File: config.mk
export PLATFORM = sky130hd
export DESIGN_NAME = crcr_front
export DESIGN_NICKNAME = d
export VERILOG_FILES = /design/src/rtl/catmull_rom_cycle_resampler_core_macros.svh /design/src/rtl/crcr_pkg.sv /design/src/rtl/crcr_front.sv
export SDC_FILE = /design/constraint.sdc
export NUM_CORES = 1
export LEC_CHECK = 0
export BUFFER_PORTS_ARGS = -buffer_cell sky130_fd_sc_hd__buf_2
export CAP_MARGIN = 20
export CORE_ASPECT_RATIO = 1.4
export CORE_MARGIN = 2
export CORE_UTILIZATION = 45
export DETAILED_ROUTE_END_ITERATION = 6
export GPL_TIMING_DRIVEN = 0
export PLACE_DENSITY = 0.76
export SLEW_MARGIN = 10
export SYNTH_ARGS = -nofsm -noshare
export SYNTH_HDL_FRONTEND = slang
export SYNTH_SLANG_ARGS = --single-unit
File: constraint.sdc
create_clock -name vclk -period 7.9
set_clock_uncertainty 0.1 [all_clocks]
set_input_delay 1.58 -clock vclk [all_inputs]
set_output_delay 1.58 -clock vclk [all_outputs]
set_load 0.1 [all_outputs]
File: src/rtl/catmull_rom_cycle_resampler_core_macros.svh
// assertion macros for the catmull-rom cycle resampler
// used by catmull_rom_cycle_resampler_core, no other dependencies
`ifndef CATMULL_ROM_CYCLE_RESAMPLER_CORE_MACROS_SVH
`define CATMULL_ROM_CYCLE_RESAMPLER_CORE_MACROS_SVH

`ifndef SYNTHESIS
`define CRCR_ASSERT_IMP(name, clk, rstn, ante, cons) \
    name: assert property (@(posedge clk) disable iff (!rstn) (ante) |-> (cons)) \
        else $error("implication check failed");
`define CRCR_ASSERT_NXT(name, clk, rstn, ante, cons) \
    name: assert property (@(posedge clk) disable iff (!rstn) (ante) |=> (cons)) \
        else $error("next-cycle check failed");
`else
`define CRCR_ASSERT_IMP(name, clk, rstn, ante, cons)
`define CRCR_ASSERT_NXT(name, clk, rstn, ante, cons)
`endif

`endif

File: src/rtl/crcr_pkg.sv
// shared types and constants of the catmull-rom cycle resampler
// no dependencies
`timescale 1ns / 1ps
`default_nettype none

package crcr_pkg;

    localparam int SAMPLE_BITS        = 24;
    localparam int FRACTION_BITS      = 16;
    localparam int DEF_MAX_SOURCE_LEN = 2048;

    localparam int LEN_W     = 12;
    localparam int DEST_W    = 16;
    localparam int POS_W     = 32;
    localparam int POS_INT_W = POS_W - FRACTION_BITS;
    localparam int IDX_W     = 11;
    localparam int CFG_W     = 16;
    localparam int CFG_IDX_W = 2;
    localparam int PROD_W    = DEST_W + LEN_W;
    localparam int DIV_W     = PROD_W + FRACTION_BITS;
    localparam int DIV_STEP  = 4;
    localparam int DIV_ITER  = (DIV_W + DIV_STEP - 1) / DIV_STEP;
    localparam int ACC_W     = 30;
    localparam int MUL_W     = ACC_W + FRACTION_BITS + 1;

    localparam int QUEUE_DEPTH = 4;
    localparam int QPTR_W      = $clog2(QUEUE_DEPTH);
    localparam int QCNT_W      = $clog2(QUEUE_DEPTH + 1);

    localparam logic [1:0] CMD_WRITE    = 2'd0;
    localparam logic [1:0] CMD_INTERP   = 2'd1;
    localparam logic [1:0] CMD_RESAMPLE = 2'd2;

    localparam logic [CFG_IDX_W-1:0] REG_SOURCE_LENGTH = 2'd0;
    localparam logic [CFG_IDX_W-1:0] REG_EDGE_MODE     = 2'd1;
    localparam logic [CFG_IDX_W-1:0] REG_DEST_LENGTH   = 2'd2;

    localparam logic [LEN_W-1:0]  SOURCE_LENGTH_RESET = '0;
    localparam logic              EDGE_MODE_RESET     = 1'b1;
    localparam logic [DEST_W-1:0] DEST_LENGTH_RESET   = 16'd2048;

    typedef enum logic [1:0] {
        OP_WRITE    = 2'd0,
        OP_INTERP   = 2'd1,
        OP_RESAMPLE = 2'd2
    } op_t;

    typedef struct packed {
        op_t                            op;
        logic [IDX_W-1:0]               wr_index;
        logic signed [SAMPLE_BITS-1:0]  wr_value;
        logic signed [POS_INT_W-1:0]    pos_int;
        logic [FRACTION_BITS-1:0]       pos_frac;
        logic [PROD_W-1:0]              prod;
    } item_t;

    typedef struct packed {
        logic              valid;
        logic              full;
        logic [QCNT_W-1:0] count;
    } fifo_stat_t;

    typedef struct packed {
        logic              start;
        logic [DIV_W-1:0]  dividend;
        logic [DEST_W-1:0] divisor;
    } div_req_t;

    typedef struct packed {
        logic              done;
        logic [DIV_W-1:0]  quotient;
        logic [DEST_W-1:0] remainder;
    } div_rsp_t;

    typedef struct packed {
        logic busy;
        logic div_wait;
    } back_stat_t;

endpackage

`default_nettype wire

File: src/rtl/crcr_front.sv
// front end: accepts items, classifies commands, forms the resample product
// depends on crcr_pkg
`timescale 1ns / 1ps
`default_nettype none

module crcr_front (
    input  wire logic                               s_valid,
    output logic                                    s_ready,
    input  wire logic [1:0]                         s_command,
    input  wire logic [crcr_pkg::IDX_W-1:0]         s_sample_index,
    input  wire logic signed [crcr_pkg::SAMPLE_BITS-1:0] s_sample_value,
    input  wire logic signed [crcr_pkg::POS_W-1:0]  s_position,
    input  wire logic [crcr_pkg::DEST_W-1:0]        s_out_index,
    input  wire logic [crcr_pkg::LEN_W-1:0]         src_len,
    input  wire logic [crcr_pkg::DEST_W-1:0]        dst_len,
    input  wire crcr_pkg::fifo_stat_t               q_stat,
    output logic                                    q_push,
    output crcr_pkg::item_t                         q_item
);
    import crcr_pkg::*;

    logic keep;

    assign s_ready = !q_stat.full;

    always_comb begin
        keep            = 1'b0;
        q_item.op       = OP_WRITE;
        q_item.wr_index = s_sample_index;
        q_item.wr_value = s_sample_value;
        q_item.pos_int  = s_position[POS_W-1 -: POS_INT_W];
        q_item.pos_frac = s_position[FRACTION_BITS-1:0];
        q_item.prod     = PROD_W'(s_out_index) * PROD_W'(src_len);
        unique case (s_command)
            CMD_WRITE: begin
                keep      = 1'b1;
                q_item.op = OP_WRITE;
            end
            CMD_INTERP: begin
                keep      = 1'b1;
                q_item.op = OP_INTERP;
            end
            CMD_RESAMPLE: begin
                keep      = (dst_len != '0);
                q_item.op = OP_RESAMPLE;
            end
            default: begin
                keep = 1'b0;
            end
        endcase
    end

    assign q_push = s_valid && s_ready && keep;

endmodule

`default_nettype wire

==> qor.txt <==
Status -> complete, but fails checks
Violated checks -> setup timing
Seq/Total Area, Yosys -> 0%
Final GP Congestion -> 0.9031
Total grt overflow -> 0
WL/cell -> 15.20 um
Starting Density -> 46.26%
Initial antenna violation count -> 0
GRT Resource Usage Total -> 21.93%
Placed inst area -> 0.008073 mm^2
CP max FO -> 7
Syn Nets -> 1140
Area Overhead vs Synth -> 41.80%
Slew Limit Fails -> 0
Layout Utilization -> 65.59%
Synthesized cell area -> 0.006711 mm^2
Core area -> 0.01451 mm^2
CP arrival -> 6460 ps
Setup TNS -> -935.0 ps
HPWL after DPL -> 14610 um
Final net count -> 1354
Die area -> 0.01592 mm^2
Port Buffers -> 147
Final period util -> 103.0%
YS warnings -> 0
Die X -> 107.2 um
Syn_area_per_cell -> 8.235 um^2
Cell count after synthesis -> 815
Largest net degree at the start of global routing -> 13
Final Cell Area -> 0.009517 mm^2
Worst Hold Path EP -> q_item[83]
Starting DRT DRC Count -> 296
Unique masters post-synth -> 41
Worst slew pin tran -> 488.3 ps
Final Hold Fails -> 0
DRT Wirelength -> 18480 um
Critical path type -> input pin to output pin
Required time of the critical path -> 6220 ps
Routed Antenna Nets -> 0
Clock buf count -> 0
DRC -> 0
Global-route wire length before repair -> 28110 um
Post-route insts no fill -> 1216
Fin crit period -> 8137 ps
Register Area -> 0 um^2
Crit path capture type -> output pin
Seq Cell Count -> 0
Vias -> 6083
RSZ-0062 raised after global routing -> yes
Row cnt -> 52
Drt first pass iters -> 7
Vias in the first global route -> 6211
Die H -> 148.5 um
Setup WS post-layout -> -236.5 ps
Max-Cap Viols -> 0
Post-placement cell count -> 1151
Top Ports -> 218
Layout cells sized above 1 -> 40.12%
CP Launch Type -> input pin
Worst Hold Depth -> 2
Worst hold path type -> input pin to output pin
Slew margin rel. -> 67.21%
Antenna cells -> 0
Vias per cell -> 5.002
Fmax -> 0.1229 GHz
# setup viols final -> 9
Hold Startpoint -> s_sample_value[23]
-- area by class of cell --
type / count / area, um^2
buffer: 92 / 832.0
inverter: 187 / 705.7
fill: 1183 / 4992
tap: 189 / 236.5
timing repair buffer: 215 / 1589
multi-input combinational: 533 / 6153
-- Yosys cell counts, types with 4 or more instances --
cell type | n | area (um^2)
buf_4 | 67 | 503.0
nor2_1 | 9 | 33.78
xor2_1 | 4 | 35.03
fa_1 | 140 | 2803
ha_1 | 66 | 825.8
nor3_1 | 4 | 20.02
nor4_1 | 5 | 31.28
and2_1 | 66 | 412.9
o21ai_0 | 5 | 25.02
a21oi_1 | 18 | 90.09
xnor2_1 | 18 | 157.7
inv_1 | 187 | 701.9
a21o_1 | 9 | 67.56
nand2_1 | 140 | 525.5
clkbuf_1 | 28 | 105.1
nor2b_1 | 6 | 37.54
-- how the worst max path moves through the flow --
stage | endpoint | slack [ps] | from | cells after the start
global placement | q_item[19] | -980 | src_len[3] | 20
finish | q_item[26] | -240 | src_len[4] | 20
CTS | q_item[24] | -230 | src_len[4] | 20
floorplan | q_item[20] | -510 | s_out_index[3] | 17
global route | q_item[25] | -430 | s_out_index[8] | 22
detailed placement | q_item[19] | -1050 | src_len[3] | 20
-- layer usage --
metal / track usage [%] / up-vias / wire length (um)
li1: - / 2768 / -
met1: 23.74 / 2996 / 5871
met2: 42.34 / 265 / 10610
met3: 1.884 / 54 / 1072
met4: 10.00 / 0 / 928
met5: 0 / - / 0
-- metrics by stage --
step           setup WS [ps]  hold WS, ps
2_1_floorplan         -505.4         3272
3_3_place_gp          -980.7         3444
3_5_place_dp           -1045         3444
4_1_cts               -232.1         3444
5_1_grt               -427.5         3447
6_report              -236.5         3444
-- critical path, stage by stage --
cell and delay (ps):
buf_8 120, buf_8 140, buf_4 130, nand2_1 70, fa_1 500, inv_1 70
fa_1 510, fa_1 520, fa_2 590, inv_2 50, fa_1 510, inv_2 50
ha_4 320, clkinvlp_4 110, or3_4 330, o22a_1 180, o211ai_1 150, a21oi_2 140
xnor2_4 200, buf_12 190
-- cells in the final DEF, fill, tap and decap left out, types with 4 or more instances in the layout --
cell type,Yosys,final
ha_4,0,13
buf_2,0,117
buf_6,0,19
inv_2,0,11
a21oi_4,0,5
ha_1,66,49
inv_1,187,175
ha_2,0,4
a21oi_2,2,10
nor2_1,9,6
buf_4,67,132
nor4_1,5,4
a21oi_1,18,5
xnor2_1,18,7
buf_12,0,12
a21o_1,9,9
buf_8,0,19
nand2_1,140,129
fa_1,140,137
and2_1,66,61
nand2_2,1,9
nor2b_1,6,6
and2_4,0,5
xnor2_4,0,10
-- cells by family (layout without fill, tap and decap cells) --
group                    after synthesis  after routing  share of synthesized area (%)
adder cells (fa/ha/maj)              206            206                          54.06
buffers and inverters                282            494                          19.52
AO/OA/AOI/OAI                         58             58                          6.022
XOR/XNOR                              22             22                          2.871
AND/OR/NAND/NOR                      247            247                          17.52
-- timing repair --
action,4_1_cts,5_1_grt
cloned,2,1
endpoints found under the setup margin,17,18
setup buffers,22,44
hold endpoints to repair,0,0
gates resized for setup,136,124
pin swaps,36,60
hold buffers,0,0
Power is left out: the tool's default activity adds up to more than one toggle a clock period on the data nets, which glitch-free logic cannot reach.
