**config.mk**
```make
export PLATFORM = sky130hd
export DESIGN_NAME = crcr_div
export DESIGN_NICKNAME = d
export VERILOG_FILES = /design/src/rtl/catmull_rom_cycle_resampler_core_macros.svh /design/src/rtl/crcr_pkg.sv /design/src/rtl/crcr_div.sv
export SDC_FILE = /design/constraint.sdc
export NUM_CORES = 1
export LEC_CHECK = 0
export BUFFER_PORTS_ARGS = -buffer_cell sky130_fd_sc_hd__buf_2
export CAP_MARGIN = 5
export CORE_ASPECT_RATIO = 0.7
export CORE_MARGIN = 4
export CORE_UTILIZATION = 50
export CTS_CLUSTER_SIZE = 12
export DETAILED_ROUTE_END_ITERATION = 8
export PLACE_DENSITY_LB_ADDON = 0.12
export SYNTH_ARGS = -nofsm -noshare
export SYNTH_HDL_FRONTEND = slang
export SYNTH_SLANG_ARGS = --single-unit
```
**constraint.sdc**
```tcl
create_clock -name aclk -period 10.15 [get_ports aclk]
set_clock_uncertainty 0.05 [all_clocks]
set_input_delay 0.5075 -clock aclk [delete_from_list [all_inputs] [get_ports aclk]]
set_output_delay 0.5075 -clock aclk [all_outputs]
set_load 0.03 [all_outputs]
```
**src/rtl/catmull_rom_cycle_resampler_core_macros.svh**
```systemverilog
// assertion macros for the catmull-rom cycle resampler
// used by catmull_rom_cycle_resampler_core, no other dependencies
`ifndef CATMULL_ROM_CYCLE_RESAMPLER_CORE_MACROS_SVH
`define CATMULL_ROM_CYCLE_RESAMPLER_CORE_MACROS_SVH

`ifndef SYNTHESIS
`define CRCR_ASSERT_IMP(name, clk, rstn, ante, cons) \
    name: assert property (@(posedge clk) disable iff (!rstn) (ante) |-> (cons)) \
        else $error("implication check failed");
`define CRCR_ASSERT_NXT(name, clk, rstn, ante, cons) \
    name: assert property (@(posedge clk) disable iff (!rstn) (ante) |=> (cons)) \
        else $error("next-cycle check failed");
`else
`define CRCR_ASSERT_IMP(name, clk, rstn, ante, cons)
`define CRCR_ASSERT_NXT(name, clk, rstn, ante, cons)
`endif

`endif

```
**src/rtl/crcr_pkg.sv**
```systemverilog
// shared types and constants of the catmull-rom cycle resampler
// no dependencies
`timescale 1ns / 1ps
`default_nettype none

package crcr_pkg;

    localparam int SAMPLE_BITS        = 24;
    localparam int FRACTION_BITS      = 16;
    localparam int DEF_MAX_SOURCE_LEN = 2048;

    localparam int LEN_W     = 12;
    localparam int DEST_W    = 16;
    localparam int POS_W     = 32;
    localparam int POS_INT_W = POS_W - FRACTION_BITS;
    localparam int IDX_W     = 11;
    localparam int CFG_W     = 16;
    localparam int CFG_IDX_W = 2;
    localparam int PROD_W    = DEST_W + LEN_W;
    localparam int DIV_W     = PROD_W + FRACTION_BITS;
    localparam int DIV_STEP  = 4;
    localparam int DIV_ITER  = (DIV_W + DIV_STEP - 1) / DIV_STEP;
    localparam int ACC_W     = 30;
    localparam int MUL_W     = ACC_W + FRACTION_BITS + 1;

    localparam int QUEUE_DEPTH = 4;
    localparam int QPTR_W      = $clog2(QUEUE_DEPTH);
    localparam int QCNT_W      = $clog2(QUEUE_DEPTH + 1);

    localparam logic [1:0] CMD_WRITE    = 2'd0;
    localparam logic [1:0] CMD_INTERP   = 2'd1;
    localparam logic [1:0] CMD_RESAMPLE = 2'd2;

    localparam logic [CFG_IDX_W-1:0] REG_SOURCE_LENGTH = 2'd0;
    localparam logic [CFG_IDX_W-1:0] REG_EDGE_MODE     = 2'd1;
    localparam logic [CFG_IDX_W-1:0] REG_DEST_LENGTH   = 2'd2;

    localparam logic [LEN_W-1:0]  SOURCE_LENGTH_RESET = '0;
    localparam logic              EDGE_MODE_RESET     = 1'b1;
    localparam logic [DEST_W-1:0] DEST_LENGTH_RESET   = 16'd2048;

    typedef enum logic [1:0] {
        OP_WRITE    = 2'd0,
        OP_INTERP   = 2'd1,
        OP_RESAMPLE = 2'd2
    } op_t;

    typedef struct packed {
        op_t                            op;
        logic [IDX_W-1:0]               wr_index;
        logic signed [SAMPLE_BITS-1:0]  wr_value;
        logic signed [POS_INT_W-1:0]    pos_int;
        logic [FRACTION_BITS-1:0]       pos_frac;
        logic [PROD_W-1:0]              prod;
    } item_t;

    typedef struct packed {
        logic              valid;
        logic              full;
        logic [QCNT_W-1:0] count;
    } fifo_stat_t;

    typedef struct packed {
        logic              start;
        logic [DIV_W-1:0]  dividend;
        logic [DEST_W-1:0] divisor;
    } div_req_t;

    typedef struct packed {
        logic              done;
        logic [DIV_W-1:0]  quotient;
        logic [DEST_W-1:0] remainder;
    } div_rsp_t;

    typedef struct packed {
        logic busy;
        logic div_wait;
    } back_stat_t;

endpackage

`default_nettype wire

```
**src/rtl/crcr_div.sv**
```systemverilog
// iterative restoring divider, DIV_STEP quotient bits per cycle
// depends on crcr_pkg
`timescale 1ns / 1ps
`default_nettype none

module crcr_div (
    input  wire logic               aclk,
    input  wire logic               aresetn,
    input  wire crcr_pkg::div_req_t req,
    output crcr_pkg::div_rsp_t      rsp
);
    import crcr_pkg::*;

    localparam int CNT_W = $clog2(DIV_ITER + 1);

    logic              busy_reg;
    logic              done_reg;
    logic [CNT_W-1:0]  cnt_reg;
    logic [DIV_W-1:0]  quo_reg;
    logic [DEST_W-1:0] rem_reg;
    logic [DEST_W-1:0] dvs_reg;
    logic [DIV_W-1:0]  quo_next;
    logic [DEST_W-1:0] rem_next;
    logic [DEST_W:0]   part;

    always_comb begin
        quo_next = quo_reg;
        rem_next = rem_reg;
        part     = '0;
        for (int k = 0; k < DIV_STEP; k++) begin
            part     = {rem_next, quo_next[DIV_W-1]};
            quo_next = {quo_next[DIV_W-2:0], 1'b0};
            if (part >= {1'b0, dvs_reg}) begin
                part        = part - {1'b0, dvs_reg};
                quo_next[0] = 1'b1;
            end
            rem_next = part[DEST_W-1:0];
        end
    end

    always_ff @(posedge aclk) begin
        if (!aresetn) begin
            busy_reg <= 1'b0;
            done_reg <= 1'b0;
            cnt_reg  <= '0;
        end else begin
            done_reg <= 1'b0;
            if (req.start) begin
                busy_reg <= 1'b1;
                cnt_reg  <= CNT_W'(DIV_ITER);
            end else if (busy_reg) begin
                cnt_reg <= cnt_reg - 1'b1;
                if (cnt_reg == CNT_W'(1)) begin
                    busy_reg <= 1'b0;
                    done_reg <= 1'b1;
                end
            end
        end
    end

    always_ff @(posedge aclk) begin
        if (req.start) begin
            quo_reg <= req.dividend;
            rem_reg <= '0;
            dvs_reg <= req.divisor;
        end else if (busy_reg) begin
            quo_reg <= quo_next;
            rem_reg <= rem_next;
        end
    end

    assign rsp.done      = done_reg;
    assign rsp.quotient  = quo_reg;
    assign rsp.remainder = rem_reg;

endmodule

`default_nettype wire

```
==> reports/metrics.csv <==
metric,value,unit
run_status,"finished, final reports clean",
final-seq-area,2240,sq um
clock-sinks,82,
slew_headroom,0.326,
finish.utilization,0.624,
cts.path.max_buffers,2,
ctsRootBufferMaster,clkbuf_16,
crit_path_max_fanout,10,
flip_flop_count_of_the_largest_register_all_copies_and_words_added,44,
timing.final.setup_violations,0,
ant_nets,0,
antenna-diode-count,0,
synth_largest_type_area_fraction,0.256,
die_area,16100,sq um
path_clk_slew,0.07,ns
wirelength,22.3,mm
timing.critical_path.from_type,flop,
design.portCount,124,
drive_above_1_share,0.282,
drt_pre_antenna_iters,5,
min_period,9.56,ns
grtUsageTotal,0.274,
most_used_standard_cell_by_instance_count_after_synthesis,ha_1,
pins_over_their_slew_limit,0,
fin_crit_sh,0.942,
clock.fmax,105,MHz
reg2reg_depth,42,
floorplan.initialDensity,0.523,
drc,0,
overflow,0,
worst_setup_path_startpoint,rem_reg[5]$_SDFFE_PP0P_,
tritoncts.num_buffers,9,
clk_latency,0.35,ns
placement.cell_area,8010,sq um
critical_path_class,flop to flop,
avgSynthCellArea,9.46,sq um
layout.filler_cells,1180,
critical_path.endpoint,rem_reg[14]$_SDFFE_PP0P_,
routedWlPerCell,20.7,um
r2r_end,rem_reg[14]$_SDFFE_PP0P_,
detailedRoute.firstIterationViolations,722,
instances_no_fill,1079,
dr_total_vias,6497,
place_hpwl,17.8,mm
hp-start,req[11],
synth_cell_types,67,
r2r_slack,0.59,ns
wire_length_of_the_first_global_routing_pass,33.8,mm
vias_in_the_first_global_route,6063,
worst_path_most_repeated_cell,buf_4,
postSynthNetCount,877,
worstPathRequired,10.31,ns
portBuffers,123,
grt_max_degree,58,
die_height,107,um
grt_antenna_before_repair,0,
r2r_start,rem_reg[5]$_SDFFE_PP0P_,
viasPerCell,6.02,
hold_path_class,input port to flop,
tritoncts,done,
synth_top_cell_by_area,edfxtp_1,
combined_area_of_the_multi_input_logic_cells,4520,sq um
die-width,150,um
synth-edff-count,60,
finalInstanceArea,8390,sq um
end_kind,flop,
synth_area_leaders,"edfxtp_1 26%, ha_1 12%, mux2_2 9.0%",
row_cnt,35,
core,13400,sq um
hold_violations,0,
synth_top_cells_by_count,"66 x ha_1, 60 x edfxtp_1, 56 x mux2_2, 53 x nand2_1",
synth_warnings,0,
dominantRegCellSynth,edfxtp_1,
cap_violations,0,
syn-cell-area,7040,sq um
post_synth_arst_share,0,
critical_path_arrival,9.73,ns
max_slew.worst_pin.slew,1.01,ns
yosysSeqAreaShare,0.319,
synth_seq_cells,82,
area_growth,19.3,%
htree_num_levels,3,
gp_congestion,1.01,
max_stage_delay,0.47,ns
syn-instance-count,744,
crit_slowest_cell,dfxtp_1,
dpl.cell_count,1059,
nets,1022,
[final cells by class]
type / instances / share of cell area
clock inverter: 6 / 0.00865
timing repair buffer: 160 / 0.107
tap: 185 / 0.0276
multi-input combinational: 585 / 0.539
sequential: 82 / 0.267
clock buffer: 10 / 0.0285
inverter: 51 / 0.0228
[critical path, delay by kind of cell (launching register included)]
| kind | cells | cell delay (ns) |
|---|---|---|
| and+or+nand+nor | 8 | 1.14 |
| DFF | 1 | 0.47 |
| muxes | 2 | 0.63 |
| AOI/OAI and AO/OA | 21 | 4.71 |
| xor gates and xnor gates | 1 | 0.09 |
| buffers and inverters | 6 | 0.97 |
| adders and majority gates | 4 | 1.37 |
[how the worst min path moves through the flow]
stage,to,slack (ns),depth (start not counted)
2_1_floorplan,done_reg$_SDFF_PP0_,0.47,3
3_3_place_gp,done_reg$_SDFF_PP0_,0.50,3
3_5_place_dp,quo_reg[40]$_DFFE_PP_,0.51,1
4_1_cts,dvs_reg[15]$_DFFE_PP_,0.28,1
5_1_grt,dvs_reg[4]$_DFFE_PP_,0.28,1
6_report,dvs_reg[11]$_DFFE_PP_,0.28,1
[layer usage]
metal	share of wire	up-vias	global-route usage
met1	0.45	3051	0.421
met3	0.12	30	0.0690
met2	0.41	334	0.383
met5	0	-	0
li1	-	3082	-
met4	0.014	0	0.0607
[kinds of logic after synthesis]
group / count (synthesis) / share of synthesized area
and+or+nand+nor: 195 / 0.139
AOI/OAI and AO/OA: 197 / 0.192
adders and majority gates: 70 / 0.129
buffers and inverters: 77 / 0.0452
muxes: 71 / 0.112
xor gates and xnor gates: 52 / 0.0647
DFF: 82 / 0.319
[layout by cell type, fill, tap and decap left out, types with 7 or more instances in the layout]
cell       netlist  final
edfxtp_1        60     60
ha_1            66     66
nand4_1         10     10
o21ai_0         42     40
nand2_1         53     53
a31oi_1          8      8
o31ai_1         18     18
buf_4            4     38
nand3_1         17     17
nor2b_1         11     11
mux2_2          56     56
dfxtp_1         22     22
nor2_1          39     38
clkbuf_16        0      9
o21a_1           7      7
nor3b_1         13     13
xnor2_1         30     30
a21o_1          17     17
inv_1           51     50
nand2b_1        12     12
a21oi_1         51     49
a41oi_1         10     10
mux2i_1         14     11
nor3_1          15     14
buf_2            3    122
xor2_1          22     22
[what timing repair did]
action,4_1_cts,5_1_grt
hold buffers,0,0
buffers inserted,0,4
resized for setup,0,13
setup endpoints to repair,0,17
[per-stage QoR]
stage	hold slack, ns	TNS, ns	setup WS, ns
floorplan	0.468	0	0.760
global placement	0.497	0	0.357
detailed placement	0.509	0	0.261
CTS	0.276	0	0.164
global route	0.276	-0.0319	-0.0226
finish	0.282	0	0.586
Power is left out: the tool's default activity adds up to more than one toggle a clock period on the data nets, which glitch-free logic cannot reach.
