<file path="config.mk">
export PLATFORM = sky130hd
export DESIGN_NAME = crcr_fifo
export DESIGN_NICKNAME = d
export VERILOG_FILES = /design/src/rtl/catmull_rom_cycle_resampler_core_macros.svh /design/src/rtl/crcr_pkg.sv /design/src/rtl/crcr_fifo.sv
export SDC_FILE = /design/constraint.sdc
export NUM_CORES = 1
export LEC_CHECK = 0
export ABC_AREA = 1
export BUFFER_PORTS_ARGS = -buffer_cell sky130_fd_sc_hd__buf_2
export CAP_MARGIN = 20
export CORE_MARGIN = 2
export CORE_UTILIZATION = 49
export DETAILED_ROUTE_END_ITERATION = 12
export GPL_TIMING_DRIVEN = 0
export PLACE_DENSITY = 0.7
export SYNTH_ARGS = -nofsm -noshare
export SYNTH_HDL_FRONTEND = slang
export SYNTH_SLANG_ARGS = --single-unit
</file>
<file path="constraint.sdc">
create_clock -name aclk -period 3.5 [get_ports aclk]
set_input_delay 0.35 -clock aclk [delete_from_list [all_inputs] [get_ports aclk]]
set_output_delay 0.35 -clock aclk [all_outputs]
set_load 0.1 [all_outputs]
</file>
<file path="src/rtl/catmull_rom_cycle_resampler_core_macros.svh">
// assertion macros for the catmull-rom cycle resampler
// used by catmull_rom_cycle_resampler_core, no other dependencies
`ifndef CATMULL_ROM_CYCLE_RESAMPLER_CORE_MACROS_SVH
`define CATMULL_ROM_CYCLE_RESAMPLER_CORE_MACROS_SVH

`ifndef SYNTHESIS
`define CRCR_ASSERT_IMP(name, clk, rstn, ante, cons) \
    name: assert property (@(posedge clk) disable iff (!rstn) (ante) |-> (cons)) \
        else $error("implication check failed");
`define CRCR_ASSERT_NXT(name, clk, rstn, ante, cons) \
    name: assert property (@(posedge clk) disable iff (!rstn) (ante) |=> (cons)) \
        else $error("next-cycle check failed");
`else
`define CRCR_ASSERT_IMP(name, clk, rstn, ante, cons)
`define CRCR_ASSERT_NXT(name, clk, rstn, ante, cons)
`endif

`endif

</file>
<file path="src/rtl/crcr_pkg.sv">
// shared types and constants of the catmull-rom cycle resampler
// no dependencies
`timescale 1ns / 1ps
`default_nettype none

package crcr_pkg;

    localparam int SAMPLE_BITS        = 24;
    localparam int FRACTION_BITS      = 16;
    localparam int DEF_MAX_SOURCE_LEN = 2048;

    localparam int LEN_W     = 12;
    localparam int DEST_W    = 16;
    localparam int POS_W     = 32;
    localparam int POS_INT_W = POS_W - FRACTION_BITS;
    localparam int IDX_W     = 11;
    localparam int CFG_W     = 16;
    localparam int CFG_IDX_W = 2;
    localparam int PROD_W    = DEST_W + LEN_W;
    localparam int DIV_W     = PROD_W + FRACTION_BITS;
    localparam int DIV_STEP  = 4;
    localparam int DIV_ITER  = (DIV_W + DIV_STEP - 1) / DIV_STEP;
    localparam int ACC_W     = 30;
    localparam int MUL_W     = ACC_W + FRACTION_BITS + 1;

    localparam int QUEUE_DEPTH = 4;
    localparam int QPTR_W      = $clog2(QUEUE_DEPTH);
    localparam int QCNT_W      = $clog2(QUEUE_DEPTH + 1);

    localparam logic [1:0] CMD_WRITE    = 2'd0;
    localparam logic [1:0] CMD_INTERP   = 2'd1;
    localparam logic [1:0] CMD_RESAMPLE = 2'd2;

    localparam logic [CFG_IDX_W-1:0] REG_SOURCE_LENGTH = 2'd0;
    localparam logic [CFG_IDX_W-1:0] REG_EDGE_MODE     = 2'd1;
    localparam logic [CFG_IDX_W-1:0] REG_DEST_LENGTH   = 2'd2;

    localparam logic [LEN_W-1:0]  SOURCE_LENGTH_RESET = '0;
    localparam logic              EDGE_MODE_RESET     = 1'b1;
    localparam logic [DEST_W-1:0] DEST_LENGTH_RESET   = 16'd2048;

    typedef enum logic [1:0] {
        OP_WRITE    = 2'd0,
        OP_INTERP   = 2'd1,
        OP_RESAMPLE = 2'd2
    } op_t;

    typedef struct packed {
        op_t                            op;
        logic [IDX_W-1:0]               wr_index;
        logic signed [SAMPLE_BITS-1:0]  wr_value;
        logic signed [POS_INT_W-1:0]    pos_int;
        logic [FRACTION_BITS-1:0]       pos_frac;
        logic [PROD_W-1:0]              prod;
    } item_t;

    typedef struct packed {
        logic              valid;
        logic              full;
        logic [QCNT_W-1:0] count;
    } fifo_stat_t;

    typedef struct packed {
        logic              start;
        logic [DIV_W-1:0]  dividend;
        logic [DEST_W-1:0] divisor;
    } div_req_t;

    typedef struct packed {
        logic              done;
        logic [DIV_W-1:0]  quotient;
        logic [DEST_W-1:0] remainder;
    } div_rsp_t;

    typedef struct packed {
        logic busy;
        logic div_wait;
    } back_stat_t;

endpackage

`default_nettype wire

</file>
<file path="src/rtl/crcr_fifo.sv">
// short item queue between front and back
// depends on crcr_pkg
`timescale 1ns / 1ps
`default_nettype none

module crcr_fifo (
    input  wire logic            aclk,
    input  wire logic            aresetn,
    input  wire logic            push,
    input  wire crcr_pkg::item_t push_item,
    input  wire logic            pop,
    output crcr_pkg::item_t      pop_item,
    output crcr_pkg::fifo_stat_t stat
);
    import crcr_pkg::*;

    item_t             slot_reg [QUEUE_DEPTH];
    logic [QPTR_W-1:0] wr_ptr_reg;
    logic [QPTR_W-1:0] rd_ptr_reg;
    logic [QCNT_W-1:0] count_reg;

    always_ff @(posedge aclk) begin
        if (!aresetn) begin
            wr_ptr_reg <= '0;
            rd_ptr_reg <= '0;
            count_reg  <= '0;
        end else begin
            if (push) begin
                wr_ptr_reg <= (wr_ptr_reg == QPTR_W'(QUEUE_DEPTH - 1)) ? '0
                                                                         : wr_ptr_reg + 1'b1;
            end
            if (pop) begin
                rd_ptr_reg <= (rd_ptr_reg == QPTR_W'(QUEUE_DEPTH - 1)) ? '0
                                                                         : rd_ptr_reg + 1'b1;
            end
            if (push && !pop) begin
                count_reg <= count_reg + 1'b1;
            end else if (pop && !push) begin
                count_reg <= count_reg - 1'b1;
            end
        end
    end

    always_ff @(posedge aclk) begin
        if (push) begin
            slot_reg[wr_ptr_reg] <= push_item;
        end
    end

    assign pop_item   = slot_reg[rd_ptr_reg];
    assign stat.valid = (count_reg != '0);
    assign stat.full  = (count_reg == QCNT_W'(QUEUE_DEPTH));
    assign stat.count = count_reg;

endmodule

`default_nettype wire

</file>
==> out/results.tsv, run 1 <==
stage	metric	value	unit
yosys	ys_top_cells_by_area	edfxtp_1 79%, nor2_1 5.1%, o21ai_0 4.5%	
route	remaining_drc_errors	0	
sta	finClkSkew	0.0165	ns
yosys	netlist_area	14800	um2
route	first_pass_iters	5	
yosys	syn_inst	997	
sta	finalSetupViolCount	0	
layout	multi_input_area	2540	um2
route	wl_per_cell	20.3	um
global_routing	grt_pass1_vias	9013	
global_routing	grt_pass1_wl	49700	um
yosys	synth.most_common_cell	edfxtp_1	
run	maxCapViolations	0	
route	wirelength	33700	um
clock_network	post-cts-setup-buffer-count	0	
yosys	synth_commonest_cells	388 x edfxtp_1, 203 x nor2_1, 134 x o21ai_0	
die	die_x	178	um
sta	finalHoldViolCount	0	
die	ioPinCount	203	
yosys	synth_top_cell_area_share	78.7	%
critical_path	startpoint_type	register	
yosys	ys_warn_count	0	
die	rows	63	
global_routing	antenna_found_initial	5	
yosys	ys.flop_type	edfxtp_1	
sta	worst_slew_pin_slew	0.666	ns
clock_network	cts_hold_buf	0	
power_and_ir_drop	power.density	667	nW/um2
clock_network	clock_latency	0.53	ns
power_and_ir_drop	leakage	6.25	nW
die	core-area	29700	um2
placement	gp_congestion	0.746	
clock_network	clock_path_buffers	3	
yosys	synthDistinctLibCells	21	
clock_network	cts_sinks	397	
critical_path	worst-setup-path-type	reg -> out	
layout	final_core_util	59.4	%
sta	rsz0062_at_grt	no	
sta	finalCritPeriodShare	88.9	%
yosys	synthArstFlopShare	0	%
power_and_ir_drop	peakVddDrop	0.499	mV
global_routing	grt_remaining_overflow	0	
yosys	synth_edf_count	388	
clock_network	clk_pin_slew	0.06	ns
clock_network	cts-root-buf	clkbuf_16	
global_routing	grt_usage	21.1	%
critical_path	cp-end-kind	output port	
clock_network	tritoncts	yes	
die	initial_utilization	49.8	%
die	die_y	178	um
layout	fin_cells	1664	
clock_network	cts_buffers	41	
layout	fin_nets	1354	
critical_path	crit_fanout	10	
route	ant_nets	0	
route	vias_per_cell	5.47	
placement	post-place-cells	1593	
critical_path	ff2ff_path_depth	5	
clock_network	htreeDepth	2	
sta	relSlewSlack	55.6	%
placement	io_buffers	202	
yosys	yosysSeqAreaShare	79.9	%
power_and_ir_drop	p_total	11.8	mW
layout	fillers	2323	
worst_hold_path	hp-class	in -> reg	
yosys	avgSynthCellArea	14.8	um2
layout	seq_area	11800	um2
clock_network	cts.repair.resized	0	
yosys	synth_nets	1105	
die	die_area	31600	um2
sta	layout_min_cycle_time	3.11	ns
critical_path	critPathArrivalTime	2.76	ns
sta	finalHoldWorstSlack	0.0286	ns
route	vias	9096	
sta	slew_violations	0	
placement	dp_hpwl	19800	um
route	drt_iter0_markers	653	
run_status	status	finished, final reports clean	
layout	largest_reg_flops	388	
global_routing	grt_max_degree	66	
yosys	yosys_register_bits	397	
critical_path	worst_ep_required_time	3.15	ns
sta	fmax	322	MHz
worst_hold_path	holdPathStages	1	
layout	drive_above_1_share	23.8	%
sta	setup_tns	0	ns
yosys	yosys.area.top_type	edfxtp_1	
layout	area_growth	19.3	%
## worst paths after layout
path / startpoint / endpoint / slack [ns]
worst max-delay path: register / pop_item[71] / 0.39
worst min-delay path: push_item[7] / slot_reg[0][7]$_DFFE_PP_ / 0.03
worst max register to register: wr_ptr_reg[0]$_SDFFE_PN0P_ / slot_reg[2][29]$_DFFE_PP_ / 1.60
worst min register to register: wr_ptr_reg[1]$_SDFFE_PN0P_ / wr_ptr_reg[1]$_SDFFE_PN0P_ / 0.53
## per-layer routing
layer,vias to the layer above,GRT usage (%),wire length [um]
met5,-,0,57
met4,8,6.63,675
met3,60,4.76,2590
met2,311,34.8,16300
met1,4442,27.9,14100
li1,4275,-,-
## worst max-delay path: stages (launching register included)
cell	delay [ns]
dfxtp_1	0.48
inv_2	0.28
buf_6	0.19
clkbuf_1	0.39
o21ai_1	0.13
o22ai_1	0.25
buf_2	0.49
## layout by cell type, fill, tap and decap left out
master,synthesis,layout
inv_2,1,1
xor2_1,1,1
nor2_1,203,203
clkinv_2,0,6
inv_1,14,10
buf_16,0,4
edfxtp_1,388,388
clkbuf_1,25,31
clkinv_4,0,1
o21ai_0,134,134
clkbuf_16,0,43
nand3_1,1,1
nor3_2,0,1
clkinv_1,0,10
dfxtp_1,9,9
bufinv_16,0,1
ha_1,6,6
clkbuf_2,3,3
o21ai_1,63,63
nand4_1,1,1
nor3_1,3,2
buf_2,19,221
inv_6,0,3
a21oi_1,3,3
diode_2,0,3
buf_6,15,15
inv_4,1,3
o22ai_1,97,97
fa_1,1,1
nand2_1,9,9
## through the flow
step           area [um2]  setup slack (ns)
2_1_floorplan       14800             0.585
3_3_place_gp        16300            -0.942
3_5_place_dp        16400             0.939
4_1_cts             17600             0.368
5_1_grt             17600             0.290
6_report            17700             0.390
## cell families after synthesis
logic type / Yosys count / synth area share, %
buf+inv: 78 / 2.94
fa+ha+maj: 7 / 0.642
compound gates: 297 / 10.9
xor+xnor: 1 / 0.0592
simple gates: 217 / 5.55
flops: 397 / 79.9
## power breakdown
part	internal, mW	leakage (nW)	switching [mW]
registers	5.43	3.64	0.0536
logic	0.368	2.01	1.94
clock network	2.29	0.599	1.68
total	8.09	6.25	3.68
## area by class of cell
| cell class | instances | share of cell area, % |
|---|---|---|
| plain buffers | 62 | 2.11 |
| clock inverters | 19 | 0.652 |
| clock buffers | 49 | 6.22 |
| multi-input cells | 522 | 14.4 |
| flip-flops and latches | 397 | 67.0 |
| inverters | 16 | 0.439 |
| well taps | 390 | 2.76 |
| repair buffers | 206 | 6.35 |
| diodes | 3 | 0.0425 |
No activity file was read; power rests on OpenSTA's default activity.
==> run 2: changes to the inputs <==
- CORE_MARGIN: 2 -> not set
- MAX_ROUTING_LAYER: not set -> met4
- REMOVE_ABC_BUFFERS: not set -> 1
==> run 2 against run 1 <==
  * Cell area decreased by 0.65%
  * Sequential cell count is the same
  * Combinational power decreased by 4%
  * First-iteration DRC count shrank 7.5%
  * Global-route usage is 1.2 points lower
  * Sequential share of layout area grew 0.48 points
  * Highest routed layer is now met4
  * Sequential power about the same
  * Die area decreased by 2.2%
  * Clock skew shrank 0.0063 ns
  * Largest cell class unchanged
  * Clock power rose by 4%
  * Maximum frequency shrank 2.9%
  * Final cell count decreased by 2.9%
  * Largest power group unchanged
==> out/results.tsv, run 2 (same netlist as run 1, synthesis figures left out) <==
stage	metric	value	unit	change
placement	dp_hpwl	15600	um	was 19800 um
sta	finalHoldViolCount	0		unchanged
sta	finalSetupViolCount	0		unchanged
sta	worst_slew_pin_slew	0.567	ns	was 0.666 ns
critical_path	crit_fanout	80		was 10
clock_network	cts_hold_buf	0		unchanged
sta	finalHoldWorstSlack	0.0438	ns	was 0.0286 ns
sta	finClkSkew	0.0102	ns	was 0.0165 ns
clock_network	tritoncts	yes		unchanged
power_and_ir_drop	leakage	6.14	nW	was 6.25 nW
placement	post-place-cells	1536		was 1593
global_routing	grt_max_degree	117		was 66
route	wl_per_cell	18.7	um	was 20.3 um
die	ioPinCount	203		unchanged
critical_path	cp-end-kind	output port		unchanged
sta	slew_violations	0		unchanged
sta	fmax	312	MHz	was 322 MHz
die	die_x	176	um	was 178 um
die	die_area	30900	um2	was 31600 um2
clock_network	clock_path_buffers	3		unchanged
layout	drive_above_1_share	22.5	%	was 23.8%
route	remaining_drc_errors	0		unchanged
die	rows	63		unchanged
global_routing	grt_usage	19.8	%	was 21.1%
sta	finalCritPeriodShare	91.5	%	was 88.9%
sta	relSlewSlack	62.2	%	was 55.6%
critical_path	path_cells	buf_16, inv_8, clkbuf_16, nor2_1, o22ai_1, buf_2		was inv_2, buf_6, clkbuf_1, o21ai_1, o22ai_1, buf_2
sta	layout_min_cycle_time	3.20	ns	was 3.11 ns
critical_path	worst-setup-path-type	reg -> out		unchanged
die	die_y	176	um	was 178 um
clock_network	htreeDepth	2		unchanged
layout	largest_reg_flops	388		unchanged
layout	fin_cells	1615		was 1664
clock_network	clk_pin_slew	0.06	ns	about the same
critical_path	worst_ep_required_time	3.15	ns	about the same
critical_path	critPathBufInv	4		unchanged
worst_hold_path	hp-class	in -> reg		unchanged
critical_path	slowest_stage	dfxtp_4		was buf_2
route	first_pass_iters	4		was 5
worst_hold_path	min_from	push_item[78]		was push_item[7]
layout	fin_nets	1297		was 1354
critical_path	cp_top_family	buffers and inverters		unchanged
die	core-area	29600	um2	was 29700 um2
route	wirelength	30200	um	was 33700 um
power_and_ir_drop	power.density	676	nW/um2	was 667 nW/um2
global_routing	grt_remaining_overflow	0		unchanged
critical_path	critPathArrivalTime	2.85	ns	was 2.76 ns
clock_network	cts_sinks	397		unchanged
route	vias_per_cell	5.45		was 5.47
layout	final_cell_mix	388 x edfxtp_1, 203 x nor2_1, 201 x buf_2		was 388 x edfxtp_1, 221 x buf_2, 203 x nor2_1
power_and_ir_drop	peakVddDrop	0.524	mV	was 0.499 mV
global_routing	antenna_found_initial	5		unchanged
sta	rsz0062_at_grt	no		unchanged
route	vias	8804		was 9096
placement	gp_congestion	0.724		was 0.746
global_routing	grt_pass1_wl	45700	um	was 49700 um
critical_path	startpoint_type	register		unchanged
clock_network	cts_buffers	40		was 41
clock_network	clock_latency	0.51	ns	was 0.53 ns
global_routing	grt_pass1_vias	8479		was 9013
run_status	status	finished, final reports clean		unchanged
layout	area_growth	18.5	%	was 19.3%
clock_network	cts-root-buf	clkbuf_16		unchanged
layout	final_common_cell	edfxtp_1		unchanged
route	drt_iter0_markers	604		was 653
route	ant_nets	0		unchanged
critical_path	rr_startpoint	wr_ptr_reg[0]$_SDFFE_PN0P_		unchanged
placement	io_buffers	202		unchanged
run	maxCapViolations	0		unchanged
die	initial_utilization	49.9	%	was 49.8%
power_and_ir_drop	p_total	11.8	mW	about the same
critical_path	critPathMaxStageDelay	0.50	ns	was 0.49 ns
-- run 2: report_power, final --
| part | internal, mW | switching (mW) | leakage (nW) | total, mW |
|---|---|---|---|---|
| Clock | 2.46 | 1.66 | 0.631 | 4.12 |
| Combinational | 0.350 | 1.87 | 1.87 | 2.22 |
| Sequential | 5.43 | 0.0738 | 3.64 | 5.51 |
| Total | 8.25 | 3.60 | 6.14 | 11.8 |
-- run 2: worst paths after layout --
path	end	slack, ns	cells after the start
hold / removal	slot_reg[0][78]$_DFFE_PP_	0.04	1
setup reg to reg	slot_reg[1][44]$_DFFE_PP_	1.67	4
hold reg to reg	wr_ptr_reg[1]$_SDFFE_PN0P_	0.53	2
setup / recovery	pop_item[31]	0.30	6
-- run 2: cell type report --
class,instances,area [um2]
flip-flops and latches,397,11800
clock inverters,19,171
well taps,390,488
clock buffers,54,1120
fillers,2283,12100
repair buffers,212,1290
multi-input cells,522,2530
inverters,16,90.1
diodes,5,12.5
-- run 2: worst reg2reg max path, delay by kind of cell (launching register included) --
family	cells	cell delay, ns
buffers and inverters	2	0.75
flip-flops	1	0.40
adder cells (fa/ha/maj)	1	0.18
AND/OR/NAND/NOR	1	0.11
-- run 2: layer usage --
metal  global-route usage [%]  wire (um)  up-vias
met4                     5.04        418        0
met2                     31.9      14700      236
met3                     5.24       2010       42
met1                     25.1      13100     4358
met5                        -          0        -
li1                         -          -     4168
-- run 2: metrics by stage --
stage | setup WS (ns) | instance area [um2] | TNS (ns) | util, %
after floorplan | -2.50 | 14400 | -238.38 | -
after global placement | -6.54 | 15900 | -1018.01 | 53.7
after detailed placement | 0.557 | 16200 | 0 | 54.7
after CTS | 0.105 | 17500 | 0 | 59.0
after global routing | 0.0759 | 17500 | 0 | 59.2
final | 0.297 | 17500 | 0 | 59.2
-- run 2: timing repair --
action,CTS,global route
endpoints found under the hold margin,0,0
resized for setup,1,1
setup endpoints to repair,3,13
cloned,0,1
buffers inserted,0,0
==> run 3: changes to the inputs <==
- SLEW_MARGIN: not set -> 0
- clock period: 3.5 -> 4.1 ns (I/O delays scaled with it)
==> run 3 against run 2 <==
  * Utilization fell by 0.10 points
  * Sequential power fell by 15%
  * Cell area fell by 0.17%
  * Clock power fell by 15%
  * Combinational power fell by 15%
  * Clock skew barely moved
  * First-iteration DRC count fell by 4.3%
  * Global-route usage did not move
  * Register-to-register slack improved by 0.60 ns
  * Critical path depth did not move
  * Critical endpoint is now pop_item[83]
==> out/results.tsv, run 3 (same netlist as run 1, synthesis figures left out) <==
stage	metric	value	unit	change
layout	area_growth	18.3	%	was 18.5%
sta	rsz0062_at_grt	no		unchanged
clock_network	cts_sinks	397		unchanged
sta	finalWorstSetupSlack	0.536	ns	was 0.297 ns
placement	dp_hpwl	15600	um	unchanged
global_routing	grt_pass1_wl	45700	um	unchanged
clock_network	clock_path_buffers	3		unchanged
critical_path	critPathArrivalTime	3.15	ns	was 2.85 ns
die	die_y	176	um	unchanged
power_and_ir_drop	p_clk_share	34.8	%	about the same
sta	finalCritPeriodShare	86.9	%	
power_and_ir_drop	p_total	10.1	mW	was 11.8 mW
layout	final_core_util	59.1	%	was 59.2%
clock_network	post-cts-setup-buffer-count	0		unchanged
global_routing	antenna_found_initial	5		unchanged
route	vias_per_cell	5.42		was 5.45
route	wl_per_cell	18.5	um	was 18.7 um
die	die_area	30900	um2	unchanged
layout	largest_reg_flops	388		unchanged
layout	fillers	2287		was 2283
layout	fin_nets	1296		was 1297
route	remaining_drc_errors	0		unchanged
die	ioPinCount	203		unchanged
clock_network	cts.repair.resized	0		was 1
power_and_ir_drop	peakVddDrop	0.447	mV	was 0.524 mV
critical_path	cp-end-kind	output port		unchanged
placement	io_buffers	202		unchanged
global_routing	grt_max_degree	117		unchanged
critical_path	critPathMaxStageDelay	0.50	ns	about the same
critical_path	crit_fanout	116		was 80
sta	relSlewSlack	58.2	%	was 62.2%
layout	drive_above_1_share	22.5	%	about the same
clock_network	tritoncts	yes		unchanged
global_routing	grt_pass1_vias	8479		unchanged
clock_network	htreeDepth	2		unchanged
die	core-area	29600	um2	unchanged
sta	worst_slew_pin_slew	0.627	ns	was 0.567 ns
critical_path	path_cells	buf_16, inv_6, buf_16, o21ai_0, o22ai_1, buf_2		was buf_16, inv_8, clkbuf_16, nor2_1, o22ai_1, buf_2
sta	finClkSkew	0.0104	ns	was 0.0102 ns
critical_path	worst-setup-path-type	reg -> out		unchanged
worst_hold_path	hp-class	in -> reg		unchanged
power_and_ir_drop	leakage	6.13	nW	was 6.14 nW
run	maxCapViolations	0		unchanged
power_and_ir_drop	swShare	30.4	%	about the same
run_status	status	finished, final reports clean		unchanged
sta	fmax	281	MHz	
die	rows	63		unchanged
power_and_ir_drop	p_sw	3.08	mW	was 3.60 mW
critical_path	slowest_stage	dfxtp_4		unchanged
route	ant_nets	0		unchanged
layout	final_common_cell	edfxtp_1		unchanged
layout	final_cell_mix	388 x edfxtp_1, 203 x nor2_1, 202 x buf_2		was 388 x edfxtp_1, 203 x nor2_1, 201 x buf_2
sta	layout_min_cycle_time	3.56	ns	
power_and_ir_drop	power.density	578	nW/um2	was 676 nW/um2
critical_path	startpoint_type	register		unchanged
power_and_ir_drop	seqPwrFrac	46.5	%	about the same
die	initial_utilization	49.9	%	unchanged
sta	finalHoldViolCount	0		unchanged
route	vias	8749		was 8804
clock_network	clock_latency	0.51	ns	about the same
clock_network	cts_hold_buf	0		unchanged
sta	slew_violations	0		unchanged
placement	gp_congestion	0.724		unchanged
die	die_x	176	um	unchanged
clock_network	cts-root-buf	clkbuf_16		unchanged
critical_path	cp_top_family	buffers and inverters		unchanged
power_and_ir_drop	comb_power_share	18.7	%	about the same
clock_network	clk_pin_slew	0.06	ns	about the same
sta	finalSetupViolCount	0		unchanged
route	drt_iter0_markers	578		was 604
critical_path	worst_ep_required_time	3.69	ns	was 3.15 ns
global_routing	grt_usage	19.8	%	unchanged
route	wirelength	29800	um	was 30200 um
critical_path	cpMostUsedCell	buf_16		
placement	dp_slack	1.10	ns	was 0.557 ns
clock_network	cts_buffers	40		unchanged
power_and_ir_drop	intPower	7.04	mW	was 8.25 mW
critical_path	critPathBufInv	4		unchanged
global_routing	grt_remaining_overflow	0		unchanged
route	first_pass_iters	4		unchanged
[run 3: final cells by class]
cell class              count  area [um2]  area share, %
well taps                 390         488           2.79
diodes                      5        12.5         0.0715
repair buffers            211        1260           7.19
multi-input cells         522        2530           14.5
inverters                  16        87.6          0.500
clock buffers              54        1120           6.38
clock inverters            19         171          0.979
flip-flops and latches    397       11800           67.6
[run 3: path summary, 6_finish.rpt]
path,startpoint,end,slack [ns],cells past startpoint
hold / removal,push_item[5],slot_reg[1][5]$_DFFE_PP_,0.10,1
setup reg to reg,wr_ptr_reg[0]$_SDFFE_PN0P_,slot_reg[3][76]$_DFFE_PP_,2.27,4
setup / recovery,register,pop_item[83],0.54,6
hold reg to reg,wr_ptr_reg[1]$_SDFFE_PN0P_,wr_ptr_reg[1]$_SDFFE_PN0P_,0.53,2
[run 3: power groups by stage]
stage	Combinational [mW]	Sequential (mW)	Clock [mW]
2_1_floorplan	1.43	4.84	0
3_3_place_gp	1.83	4.85	0
3_5_place_dp	1.90	4.79	0
4_1_cts	1.90	4.70	3.59
5_1_grt	1.98	4.72	3.75
6_report	1.89	4.70	3.52
[run 3: per-stage QoR]
stage / hold WS [ns] / cells / cell area (um2) / TNS, ns
CTS: 0.0823 / 1609 / 17500 / 0
detailed placement: 0.526 / 1536 / 16200 / 0
global placement: 0.519 / 1527 / 15900 / -735.70
global route: 0.0823 / 1614 / 17500 / 0
finish: 0.103 / 1614 / 17500 / 0
floorplan: 0.490 / 935 / 14400 / -185.97
[run 3: metal layers]
metal  track usage [%]  share of wire [%]
met1              25.1                 43
met2              31.9                 49
met3              5.24                6.8
met4              5.04                1.5
met5                 -                  0
